$ cat src/rtl/cdpt_pkg.sv
// package: constants, codes and control structs of the codeword delta pixel toggler
`timescale 1ns / 1ps
`default_nettype none
package cdpt_pkg;

  localparam int unsigned CODEWORD_COUNT = 3706;
  localparam int unsigned SYMBOL_SIDE    = 177;
  localparam int unsigned ROW_BYTES      = 40;
  localparam int unsigned RASTER_BYTES   = 16384;
  localparam int unsigned BORDER_PIXELS  = 4;

  localparam int unsigned MAP_DEPTH   = CODEWORD_COUNT * 8;
  localparam int unsigned MAP_AW      = $clog2(MAP_DEPTH);
  localparam int unsigned CW_AW       = $clog2(CODEWORD_COUNT);
  localparam int unsigned RAS_AW      = $clog2(RASTER_BYTES);
  localparam int unsigned ENTRY_W     = RAS_AW + 3;
  localparam int unsigned SYMBOL_AREA = SYMBOL_SIDE * SYMBOL_SIDE;

  // reciprocal of the symbol side for the position split
  localparam int unsigned RECIP_SHIFT = 16;
  localparam int unsigned RECIP_MUL   = (1 << RECIP_SHIFT) / SYMBOL_SIDE;

  localparam logic [7:0] PIXEL_MSB = 8'h80;

  localparam logic [2:0] KIND_LOAD    = 3'd0;
  localparam logic [2:0] KIND_ADVANCE = 3'd1;
  localparam logic [2:0] KIND_PREVIEW = 3'd2;
  localparam logic [2:0] KIND_BASE    = 3'd3;
  localparam logic [2:0] KIND_WRITE   = 3'd4;
  localparam logic [2:0] KIND_READ    = 3'd5;

  typedef struct packed {
    logic latch;
    logic clear_res;
    logic ld_prep;
    logic ld_mul;
    logic ld_div;
    logic ld_fix;
    logic ld_wr;
    logic prev_rd;
    logic prev_wr;
    logic cw_diff;
    logic map_rd;
    logic ras_rd;
    logic ras_toggle;
    logic ras_host_wr;
    logic ras_host_rd;
    logic rd_capture;
    logic out_load;
  } cmd_t;

  typedef struct packed {
    logic [2:0] kind;
    logic       cw_ok;
    logic       diff_zero;
    logic       pend_zero;
  } sts_t;

endpackage
`default_nettype wire

$ cat src/rtl/cdpt_ctrl.sv
// controller: sequencing state machine and output beat valid
`timescale 1ns / 1ps
`default_nettype none
module cdpt_ctrl (
  input  wire logic           clk_i,
  input  wire logic           rst_ni,
  input  wire logic           in_valid_i,
  output logic                in_ready_o,
  output logic                out_valid_o,
  input  wire logic           out_ready_i,
  input  wire cdpt_pkg::sts_t sts_i,
  output cdpt_pkg::cmd_t      cmd_o
);

  typedef enum logic [11:0] {
    S_IDLE    = 12'b0000_0000_0001,
    S_DECODE  = 12'b0000_0000_0010,
    S_LD_MUL  = 12'b0000_0000_0100,
    S_LD_DIV  = 12'b0000_0000_1000,
    S_LD_FIX  = 12'b0000_0001_0000,
    S_LD_WR   = 12'b0000_0010_0000,
    S_CW_DIFF = 12'b0000_0100_0000,
    S_MAP_RD  = 12'b0000_1000_0000,
    S_RAS_RD  = 12'b0001_0000_0000,
    S_RAS_WR  = 12'b0010_0000_0000,
    S_RD_CAP  = 12'b0100_0000_0000,
    S_DONE    = 12'b1000_0000_0000
  } state_e;

  state_e state_q, state_d;
  logic   out_valid_q, out_valid_d;

  always_comb begin
    state_d    = state_q;
    cmd_o      = '0;
    in_ready_o = 1'b0;
    case (state_q)
      S_IDLE: begin
        in_ready_o  = 1'b1;
        cmd_o.latch = in_valid_i;
        if (in_valid_i) begin
          state_d = S_DECODE;
        end
      end
      S_DECODE: begin
        cmd_o.clear_res = 1'b1;
        state_d         = S_DONE;
        case (sts_i.kind)
          cdpt_pkg::KIND_LOAD: begin
            cmd_o.ld_prep = 1'b1;
            state_d       = S_LD_MUL;
          end
          cdpt_pkg::KIND_ADVANCE, cdpt_pkg::KIND_PREVIEW: begin
            if (sts_i.cw_ok) begin
              cmd_o.prev_rd = 1'b1;
              state_d       = S_CW_DIFF;
            end
          end
          cdpt_pkg::KIND_BASE: begin
            cmd_o.prev_wr = sts_i.cw_ok;
          end
          cdpt_pkg::KIND_WRITE: begin
            cmd_o.ras_host_wr = 1'b1;
          end
          cdpt_pkg::KIND_READ: begin
            cmd_o.ras_host_rd = 1'b1;
            state_d           = S_RD_CAP;
          end
          default: begin
            state_d = S_DONE;
          end
        endcase
      end
      S_LD_MUL: begin
        cmd_o.ld_mul = 1'b1;
        state_d      = S_LD_DIV;
      end
      S_LD_DIV: begin
        cmd_o.ld_div = 1'b1;
        state_d      = S_LD_FIX;
      end
      S_LD_FIX: begin
        cmd_o.ld_fix = 1'b1;
        state_d      = S_LD_WR;
      end
      S_LD_WR: begin
        cmd_o.ld_wr = 1'b1;
        state_d     = S_DONE;
      end
      S_CW_DIFF: begin
        cmd_o.cw_diff = 1'b1;
        cmd_o.prev_wr = sts_i.kind == cdpt_pkg::KIND_ADVANCE;
        state_d       = sts_i.diff_zero ? S_DONE : S_MAP_RD;
      end
      S_MAP_RD: begin
        cmd_o.map_rd = 1'b1;
        state_d      = S_RAS_RD;
      end
      S_RAS_RD: begin
        cmd_o.ras_rd = 1'b1;
        state_d      = S_RAS_WR;
      end
      S_RAS_WR: begin
        cmd_o.ras_toggle = 1'b1;
        state_d          = sts_i.pend_zero ? S_DONE : S_MAP_RD;
      end
      S_RD_CAP: begin
        cmd_o.rd_capture = 1'b1;
        state_d          = S_DONE;
      end
      S_DONE: begin
        if (!out_valid_q || out_ready_i) begin
          cmd_o.out_load = 1'b1;
          state_d        = S_IDLE;
        end
      end
      default: begin
        state_d = S_IDLE;
      end
    endcase
  end

  always_comb begin
    out_valid_d = out_valid_q;
    if (out_ready_i) begin
      out_valid_d = 1'b0;
    end
    if (cmd_o.out_load) begin
      out_valid_d = 1'b1;
    end
  end

  always_ff @(posedge clk_i or negedge rst_ni) begin
    if (!rst_ni) begin
      state_q     <= S_IDLE;
      out_valid_q <= 1'b0;
    end else begin
      state_q     <= state_d;
      out_valid_q <= out_valid_d;
    end
  end

  assign out_valid_o = out_valid_q;

endmodule
`default_nettype wire

$ cat config.mk
export PLATFORM = sky130hd
export DESIGN_NAME = cdpt_ctrl
export DESIGN_NICKNAME = d
export VERILOG_FILES = /design/src/rtl/cdpt_pkg.sv /design/src/rtl/cdpt_ctrl.sv
export SDC_FILE = /design/constraint.sdc
export NUM_CORES = 1
export LEC_CHECK = 0
export CORE_ASPECT_RATIO = 1.25
export CORE_MARGIN = 5
export CORE_UTILIZATION = 40
export CTS_CLUSTER_SIZE = 8
export DETAILED_ROUTE_END_ITERATION = 6
export DONT_BUFFER_PORTS = 1
export GPL_TIMING_DRIVEN = 0
export PLACE_DENSITY = 0.53
export SLEW_MARGIN = 25
export SYNTH_ARGS = -nofsm -noshare
export SYNTH_HDL_FRONTEND = slang
export SYNTH_SLANG_ARGS = --single-unit
$ cat constraint.sdc
create_clock -name clk_i -period 2.25 [get_ports clk_i]
set_clock_uncertainty 0.1 [all_clocks]
set_input_delay 0.45 -clock clk_i [delete_from_list [all_inputs] [get_ports clk_i]]
set_output_delay 0.45 -clock clk_i [all_outputs]
set_load 0.01 [all_outputs]
# After elaboration in Yosys (flattened, before gate mapping)
# Index checks and enable logic that the tools add are counted.
dict set report word_totals {
  in_bits 10
  output_inout_bits 19
  word_cells 60
  reg_bits 13
}
dict set report op_classes {
  eq_ne 19
  n_reduce_logical 7
  muxes 32
}
# cell n
set op_table {}
lappend op_table {{$pmux W12 S11} 1}
lappend op_table {{$mux W12} 5}
lappend op_table {{$pmux W12 S3} 1}
lappend op_table {{$mux W1} 22}
lappend op_table {{$eq A12 B1 Y1 const B} 1}
lappend op_table {{$eq A12 B10 Y1 const B} 1}
lappend op_table {{$eq A12 B11 Y1 const B} 1}
lappend op_table {{$eq A12 B12 Y1 const B} 1}
lappend op_table {{$eq A12 B2 Y1 const B} 1}
lappend op_table {{$eq A12 B3 Y1 const B} 1}
lappend op_table {{$eq A12 B4 Y1 const B} 1}
lappend op_table {{$eq A12 B5 Y1 const B} 1}
lappend op_table {{$eq A12 B6 Y1 const B} 1}
lappend op_table {{$eq A12 B7 Y1 const B} 1}
lappend op_table {{$eq A12 B8 Y1 const B} 1}
lappend op_table {{$eq A12 B9 Y1 const B} 1}
lappend op_table {{$eq A3 B2 Y1 const B} 2}
lappend op_table {{$eq A3 B3 Y1 const B} 2}
lappend op_table {{$mux W2} 2}
lappend op_table {{$ne A2 B2 Y1 const B} 2}
lappend op_table {{$reduce_or A2 Y1} 2}
lappend op_table {{$eq A3 B1 Y1 const B} 1}
lappend op_table {{$logic_not A3 Y1} 1}
lappend op_table {{$pmux W1 S2} 1}
lappend op_table {{4 further kinds} 4}

# Logic depth before layout (Yosys ltp)
# Gate-level depths: netlist of the first run.
dict set report logic_depth {
  word_depth 5
  depth_mapped 8
  mapped_depth_nobuf 6
}

# Worst setup path after synthesis of the first run
# Ideal clock, no wire load.
dict set report synth_timing {
  kind {register to output}
  from {reg state_q[5]}
  to {out cmd_o[9] (netlist bit)}
  t_required_ns 1.700
  arrival_ns 1.751
  path_stages_with_launch 7
  path_buffers 2
  path_slack_ns -0.051
  path_cell_list {dfrtp_1 buf_6 nor4_4 nand3_2 or2_1 buf_6 nor4_1}
}
# item line
set synth_lines {}
lappend synth_lines {{start: declaration} cdpt_ctrl.sv:30} ;# state_e state_q, state_d;
lappend synth_lines {{start signal: assignment} cdpt_ctrl.sv:138} ;# state_q <= state_d;
lappend synth_lines {{end: declaration} cdpt_ctrl.sv:12} ;# output cdpt_pkg::cmd_t cmd_o

==> metrics, run 1 <==
Max-Cap Viols=0; Fin. Hold Viols=0; Clock Latency Late Sink=roughly 290 ps; final setup fails=11; area grow syn2layout=39.1%; CTS tree=done; worst-path cell chain=nor4_4 > nand3_2 > or2_1 > buf_6 > clkinv_4 > a31oi_4 > nor3b_2; Crit Path Class=register to primary output; # clock sinks=13; Slew Viols, Final=0; global-route wire length before repair=4.02 mm; DR pass1 iterations=4; P_leak=0.490 nW; area of the core=2190 sq um; initial core utilization=0.414; Cell variety after synth=39; fin nets=~130; Antenna diodes=0; Seq/Total Area, Yosys=0.361; Rel. slew slack=0.580; failing checks=setup timing; hpwl dp=1.67 mm; Die Footprint=roughly 3300 sq um; Routed WL per cell=approximately 16 um; Top Ports=29; Mapped Nets=between 100 and 150; largest buffer count on any clock path=2; crit start category=register; Post-synth EDFFs=0; Mapped Area=905 sq um; global-route total usage across every layer=0.160; H-Tree Depth=1; Worst Path Required=1700 ps; CP Max Fanout=6; Max VDD drop=roughly 0.47 mV; Worst EP arrival=1990 ps; Overflow after GRT=0; fmax=393 MHz; register area=330 sq um; Multi-input gate area=672 sq um; clock-pin slew reported for the worst setup and hold paths after clock tree synthesis=around 80 ps; ys async rst share=1.00; Max stage delay on crit path=approximately 460 ps; Design Area, Final=approximately 1300 sq um; power density over cell area=between 700 and 800 nW/um^2; # DRC=0; Post-Route Setup TNS=-1580 ps; Layout fillers=211; outcome=finished, violations left; DRT Wirelength=between 2 and 2.5 mm; Routed Antenna Nets=0; largest net degree at the start of global routing=14; chip width=around 53 um; port bufs=0; cts bufs inserted=3; ratio of cells with drive above 1 in the final layout=0.455; Critical Path End Type=primary output; Die Span Y=63.2 um; RSZ-0062 raised after global routing=true; final setup margin=-294 ps; Root Driver=clkbuf_4; area of placed instances=between 900 and 1000 sq um; Final Wtd Congestion=0.797; Gate Count Post-Synth=104; FP Rows=19; Tightest Pin Transition=627 ps; drt initial violations=11; Synth Register Bits=13; Synth warnings=0; Via Count=884; Slowest cell on crit path=dfrtp_2; Period Utilization, post-route=1.13; syn_area_per_cell=8.70 sq um; DR vias/cell=5.82; vias in the first global route=883; Most used DFF post-synth=dfrtp_1; Hold Crit Class=input port to register; initial antenna violation count=0; Final min period=2540 ps; Design Power=928 uW
==> layout make-up <==
type / instances / area share
multi-input combinational: 77 / 0.534
timing repair buffer: 15 / 0.0944
buffer: 6 / 0.0358
inverter: 6 / 0.0219
sequential: 13 / 0.262
clock buffer: 4 / 0.0209
tap: 31 / 0.0308
==> state kept, by name (all words and copies together), names as in the netlist <==
| signal | count |
|---|---|
| out_valid_o | 1 |
| state_q | 12 |
==> metal layers <==
layer / vias to the layer above / GRT usage / share of wire
met3: 9 / 0.0401 / 0.066
met4: 0 / 0.0958 / 0.032
met2: 35 / 0.253 / 0.50
li1: 420 / - / -
met1: 420 / 0.187 / 0.40
met5: - / 0 / 0
==> cells in the mapped netlist, types with 2 or more instances <==
library cell | instances | area [sq um]
a21oi_1 | 3 | 15.0
a21o_1 | 2 | 15.0
nand3_1 | 3 | 15.0
dfrtp_1 | 12 | 300
buf_4 | 2 | 15.0
nor4_1 | 11 | 68.8
o21ai_0 | 2 | 10.0
a211oi_1 | 2 | 15.0
and2_1 | 2 | 12.5
a211o_1 | 2 | 17.5
nand2b_1 | 7 | 43.8
o32ai_1 | 2 | 17.5
nor2_1 | 10 | 37.5
buf_6 | 2 | 22.5
clkbuf_1 | 2 | 7.51
inv_1 | 5 | 18.8
buf_1 | 2 | 7.51
nand2_1 | 6 | 22.5
nor3_1 | 7 | 35.0
==> cells by family after synthesis <==
| group | Yosys count | share of synthesized area |
|---|---|---|
| simple gates | 58 | 0.398 |
| mux | 1 | 0.0111 |
| xor+xnor | 1 | 0.00968 |
| flops | 13 | 0.361 |
| compound gates | 17 | 0.136 |
| buf+inv | 14 | 0.0844 |
==> timing repair <==
item | 4_1_cts | 5_1_grt
gates resized for setup | 23 | 14
pin swaps | 10 | 10
setup endpoints to repair | 18 | 17
hold endpoints to repair | 13 | 0
setup buffers | 6 | 9
hold buffers | 1 | 0
==> through the flow <==
step / util / worst slack [ps] / hold slack, ps / instances
after floorplan: - / 1.88 / 54.4 / 104
after global placement: 0.435 / -160 / 54.9 / 135
after detailed placement: 0.435 / -161 / 54.9 / 135
after CTS: 0.522 / -308 / 107 / 144
after global routing: 0.576 / -399 / 95.7 / 152
final: 0.576 / -294 / 107 / 152
==> where the power goes <==
| group | leakage [nW] | internal (mW) | switching, mW |
|---|---|---|---|
| logic | 0.303 | 0.200 | 0.254 |
| clock network | 0.0150 | 0.0691 | 0.0848 |
| registers | 0.172 | 0.266 | 0.0540 |
==> placed cells by master (no fill, tap or decap), drive strengths merged <==
cell type and n:
inv 5, nor4 13, or3 1, or4b 1
clkbuf 4, and2 2, mux2i 1, nand4b 1
dfrtp 12, nand2b 7, a21oi 3, clkinv 1
nor2 10, nor3b 1, dfstp 1, or2 1
nand3 4, a21o 2, a211oi 2, a211o 2
nor4b 2, nand4 1, nand3b 1, a21boi 1
buf 20, a31oi 1, a22o 1, o32ai 2
o211a 1, o21ai 2, xnor2 1, nor3 7
dlygate4sd3 1, nand2 6
==> final timing paths <==
check                                  startpoint                 endpoint  slack, ps  cells past startpoint
setup / recovery           state_q[4]$_DFFE_PN0P_                 cmd_o[8]       -290                      7
hold / removal                         in_valid_i   state_q[0]$_DFFE_PN1P_        110                      1
setup reg to reg           state_q[0]$_DFFE_PN1P_  state_q[11]$_DFFE_PN0P_        360                      7
hold reg to reg            state_q[1]$_DFFE_PN0P_   state_q[4]$_DFFE_PN0P_        530                      1
max in group asynchronous                  rst_ni   state_q[1]$_DFFE_PN0P_       1090                      1
min in group asynchronous                  rst_ni  state_q[10]$_DFFE_PN0P_        510                      1
==> worst max-delay path: cells and delay by family (launching register included) <==
kind | cells | cell delay, ps
AO/OA/AOI/OAI | 1 | 80
flip-flops | 1 | 460
buffers and inverters | 2 | 210
AND/OR/NAND/NOR | 4 | 970
No activity file was read; power rests on OpenSTA's default activity.
==> run 2, diff against run 1 <==
--- a/config.mk
+++ b/config.mk
@@ -9,3 +9,3 @@
 export CORE_MARGIN = 5
-export CORE_UTILIZATION = 40
+export CORE_UTILIZATION = 45
 export CTS_CLUSTER_SIZE = 8
@@ -14,3 +14,3 @@
 export GPL_TIMING_DRIVEN = 0
-export PLACE_DENSITY = 0.53
+export PLACE_DENSITY = 0.59
 export SLEW_MARGIN = 25
==> constraint.sdc (replaced) <==
create_clock -name clk_i -period 2.5 [get_ports clk_i]
set_clock_uncertainty 0.1 [all_clocks]
set_input_delay 0.625 -clock clk_i [delete_from_list [all_inputs] [get_ports clk_i]]
set_output_delay 0.625 -clock clk_i [all_outputs]
set_load 0.01 [all_outputs]
==> metrics, run 2 (same netlist as run 1, synthesis figures left out) <==
outcome=finished, violations left; failing checks=setup timing; Overflow after GRT=0 (unchanged); CTS tree=done; # clock sinks=13 (unchanged); Internal Pwr Total=470 uW (-12%); register share of total power=0.361 (+0.016); Die Footprint=3010 sq um (-9.2%); fin cells=138 (-9.2%); commonest non-fill, non-tap cells in the layout=buf_4 (13), dfrtp_1 (8), nand2b_1 (7); largest net degree at the start of global routing=13 (-1); clock-pin slew reported for the worst setup and hold paths after clock tree synthesis=80 ps (about the same); Antenna diodes=0 (unchanged); Net Sw Frac=0.410 (-0.0131); commonest non-fill, non-tap cell in the layout=buf_4; final setup fails=7 (-4); Top Ports=29 (unchanged); largest buffer count on any clock path=2 (unchanged); Critical Path End Type=primary output; RSZ-0062 raised after global routing=true; Layout fillers=173 (-18%); flop-to-flop setup slack=530 ps (+170 ps); ratio of cells with drive above 1 in the final layout=0.415 (-0.0393); hpwl dp=1.52 mm (-8.6%); Net Sw Power=327 uW (-17%); R2R cell count=5 (-2); DRT Wirelength=2.28 mm (-7.6%); global-route wire length before repair=3.71 mm (-7.9%); area of the core=1960 sq um (-10%); Fin. Hold Viols=0 (unchanged); initial antenna violation count=0 (unchanged); fin nets=129 (-2.3%); Die Span Y=60.1 um (-4.8%); Crit Path Class=register to primary output; Hold Crit Class=input port to async pin; vias in the first global route=834 (-5.5%); Post-Route Setup TNS=-753 ps (+831 ps); crit start category=register; Rel. slew slack=0.634 (+0.0536); Via Count=863 (-2.4%); clock power share=0.163 (-0.003); part of the power in combinational logic=0.476 (-0.013); FP Rows=18 (-1); drt initial violations=23 (+12); Final min period=2670 ps; Max-Cap Viols=0 (unchanged); Slew Viols, Final=0 (unchanged); dpl ws=-127 ps (+34.0 ps); P_leak=0.461 nW (-6.1%); max FFs per register=12 (unchanged); worst flop-to-flop path endpoint=state_q[0]$_DFFE_PN1P_; port bufs=0 (unchanged); fmax=about 370 MHz; Final Wtd Congestion=0.739 (-7.2%); Util after Layout=0.607 (+0.0318); DR vias/cell=6.25 (+7.5%); Multi-input gate area=642 sq um (-4.5%); Tightest Pin Transition=547 ps (-80.1 ps); Worst Path Required=1770 ps (+70 ps); CP Max Fanout=8 (+2); initial core utilization=0.462 (+0.0481); Period Utilization, post-route=1.07; Routed WL per cell=16.5 um (+1.8%); Worst EP arrival=1950 ps (-40 ps); chip width=50.1 um (-4.6%); Clock Latency Late Sink=280 ps (about the same); Cells after DPL=124 (-8.1%); Root Driver=clkbuf_4; DR pass1 iterations=4 (unchanged); register area=332 sq um (+0.38%); cts bufs inserted=3 (unchanged); global-route total usage across every layer=0.160 (about the same); power density over cell area=669 nW/um^2 (-9.2%); final setup margin=-172 ps (+123 ps); area grow syn2layout=31.5%; Routed Antenna Nets=0 (unchanged); H-Tree Depth=1 (unchanged); Max VDD drop=0.423 mV (-11%); register with the most flip-flops=state_q; # DRC=0 (unchanged); FF-to-FF Start=state_q[1]$_DFFE_PN0P_
[run 2: cell types whose count changed in the layout (fill, tap and decap cells not counted), sizes merged]
cell  before  now
buf       20   17
[run 2: worst max path at each step]
| stage | to | startpoint | cells past startpoint | slack (ps) |
|---|---|---|---|---|
| 3_5_place_dp | cmd_o[9] | state_q[4]$_DFFE_PN0P_ | 5 | -130 |
| 5_1_grt | cmd_o[8] | state_q[6]$_DFFE_PN0P_ | 7 | -250 |
| 3_3_place_gp | cmd_o[9] | state_q[4]$_DFFE_PN0P_ | 5 | -130 |
| 4_1_cts | cmd_o[8] | state_q[5]$_DFFE_PN0P_ | 8 | -210 |
| 2_1_floorplan | cmd_o[9] | state_q[5]$_DFFE_PN0P_ | 6 | 20 |
| 6_report | cmd_o[8] | state_q[6]$_DFFE_PN0P_ | 7 | -170 |
[run 2: routing by layer]
| layer | part of all wire | GRT usage | vias to the layer above |
|---|---|---|---|
| met5 | 0 | 0 | - |
| met4 | 0.014 | 0.0674 | 0 |
| met3 | 0.088 | 0.0424 | 4 |
| met2 | 0.48 | 0.242 | 36 |
| met1 | 0.42 | 0.212 | 414 |
| li1 | - | - | 409 |
[run 2: timing repair]
item / CTS / global route
gates resized for setup: 15 / 18
buffers inserted: 5 / 7
hold buffers: 1 / 0
endpoints found under the setup margin: 17 / 15
endpoints found under the hold margin: 12 / 0
pin swaps: 5 / 9
[run 2: power groups by stage]
stage / logic [mW] / clock network (mW) / registers [mW]
3_5_place_dp: 0.265 / 0 / 0.255
4_1_cts: 0.316 / 0.133 / 0.273
2_1_floorplan: 0.225 / 0 / 0.252
6_report: 0.379 / 0.130 / 0.288
3_3_place_gp: 0.264 / 0 / 0.254
5_1_grt: 0.417 / 0.142 / 0.293
[run 2: layout make-up]
cell class                 instances  share of cell area
sequential                        13               0.279
tap                               20              0.0210
inverter                           6              0.0231
clock buffer                       4              0.0221
multi-input combinational         77               0.539
timing repair buffer              12              0.0778
buffer                             6              0.0379
[run 2: metrics by stage]
| step | total power, mW | hold WS, ps | area, sq um |
|---|---|---|---|
| final | 0.796 | 84.1 | 1190 |
| after global routing | 0.852 | 65.0 | 1190 |
| after CTS | 0.722 | 75.7 | 1070 |
| after detailed placement | 0.519 | 230 | 930 |
| after global placement | 0.518 | 230 | 930 |
| after floorplan | 0.477 | 229 | 905 |
[run 2: worst max-delay path, cell delays in order, from the launching register on]
cell and delay (ps):
dfrtp_2 450, nor4_4 340, nand3_2 110, or2_1 240
buf_6 150, clkinv_4 60, a31oi_4 80, nor3b_2 240
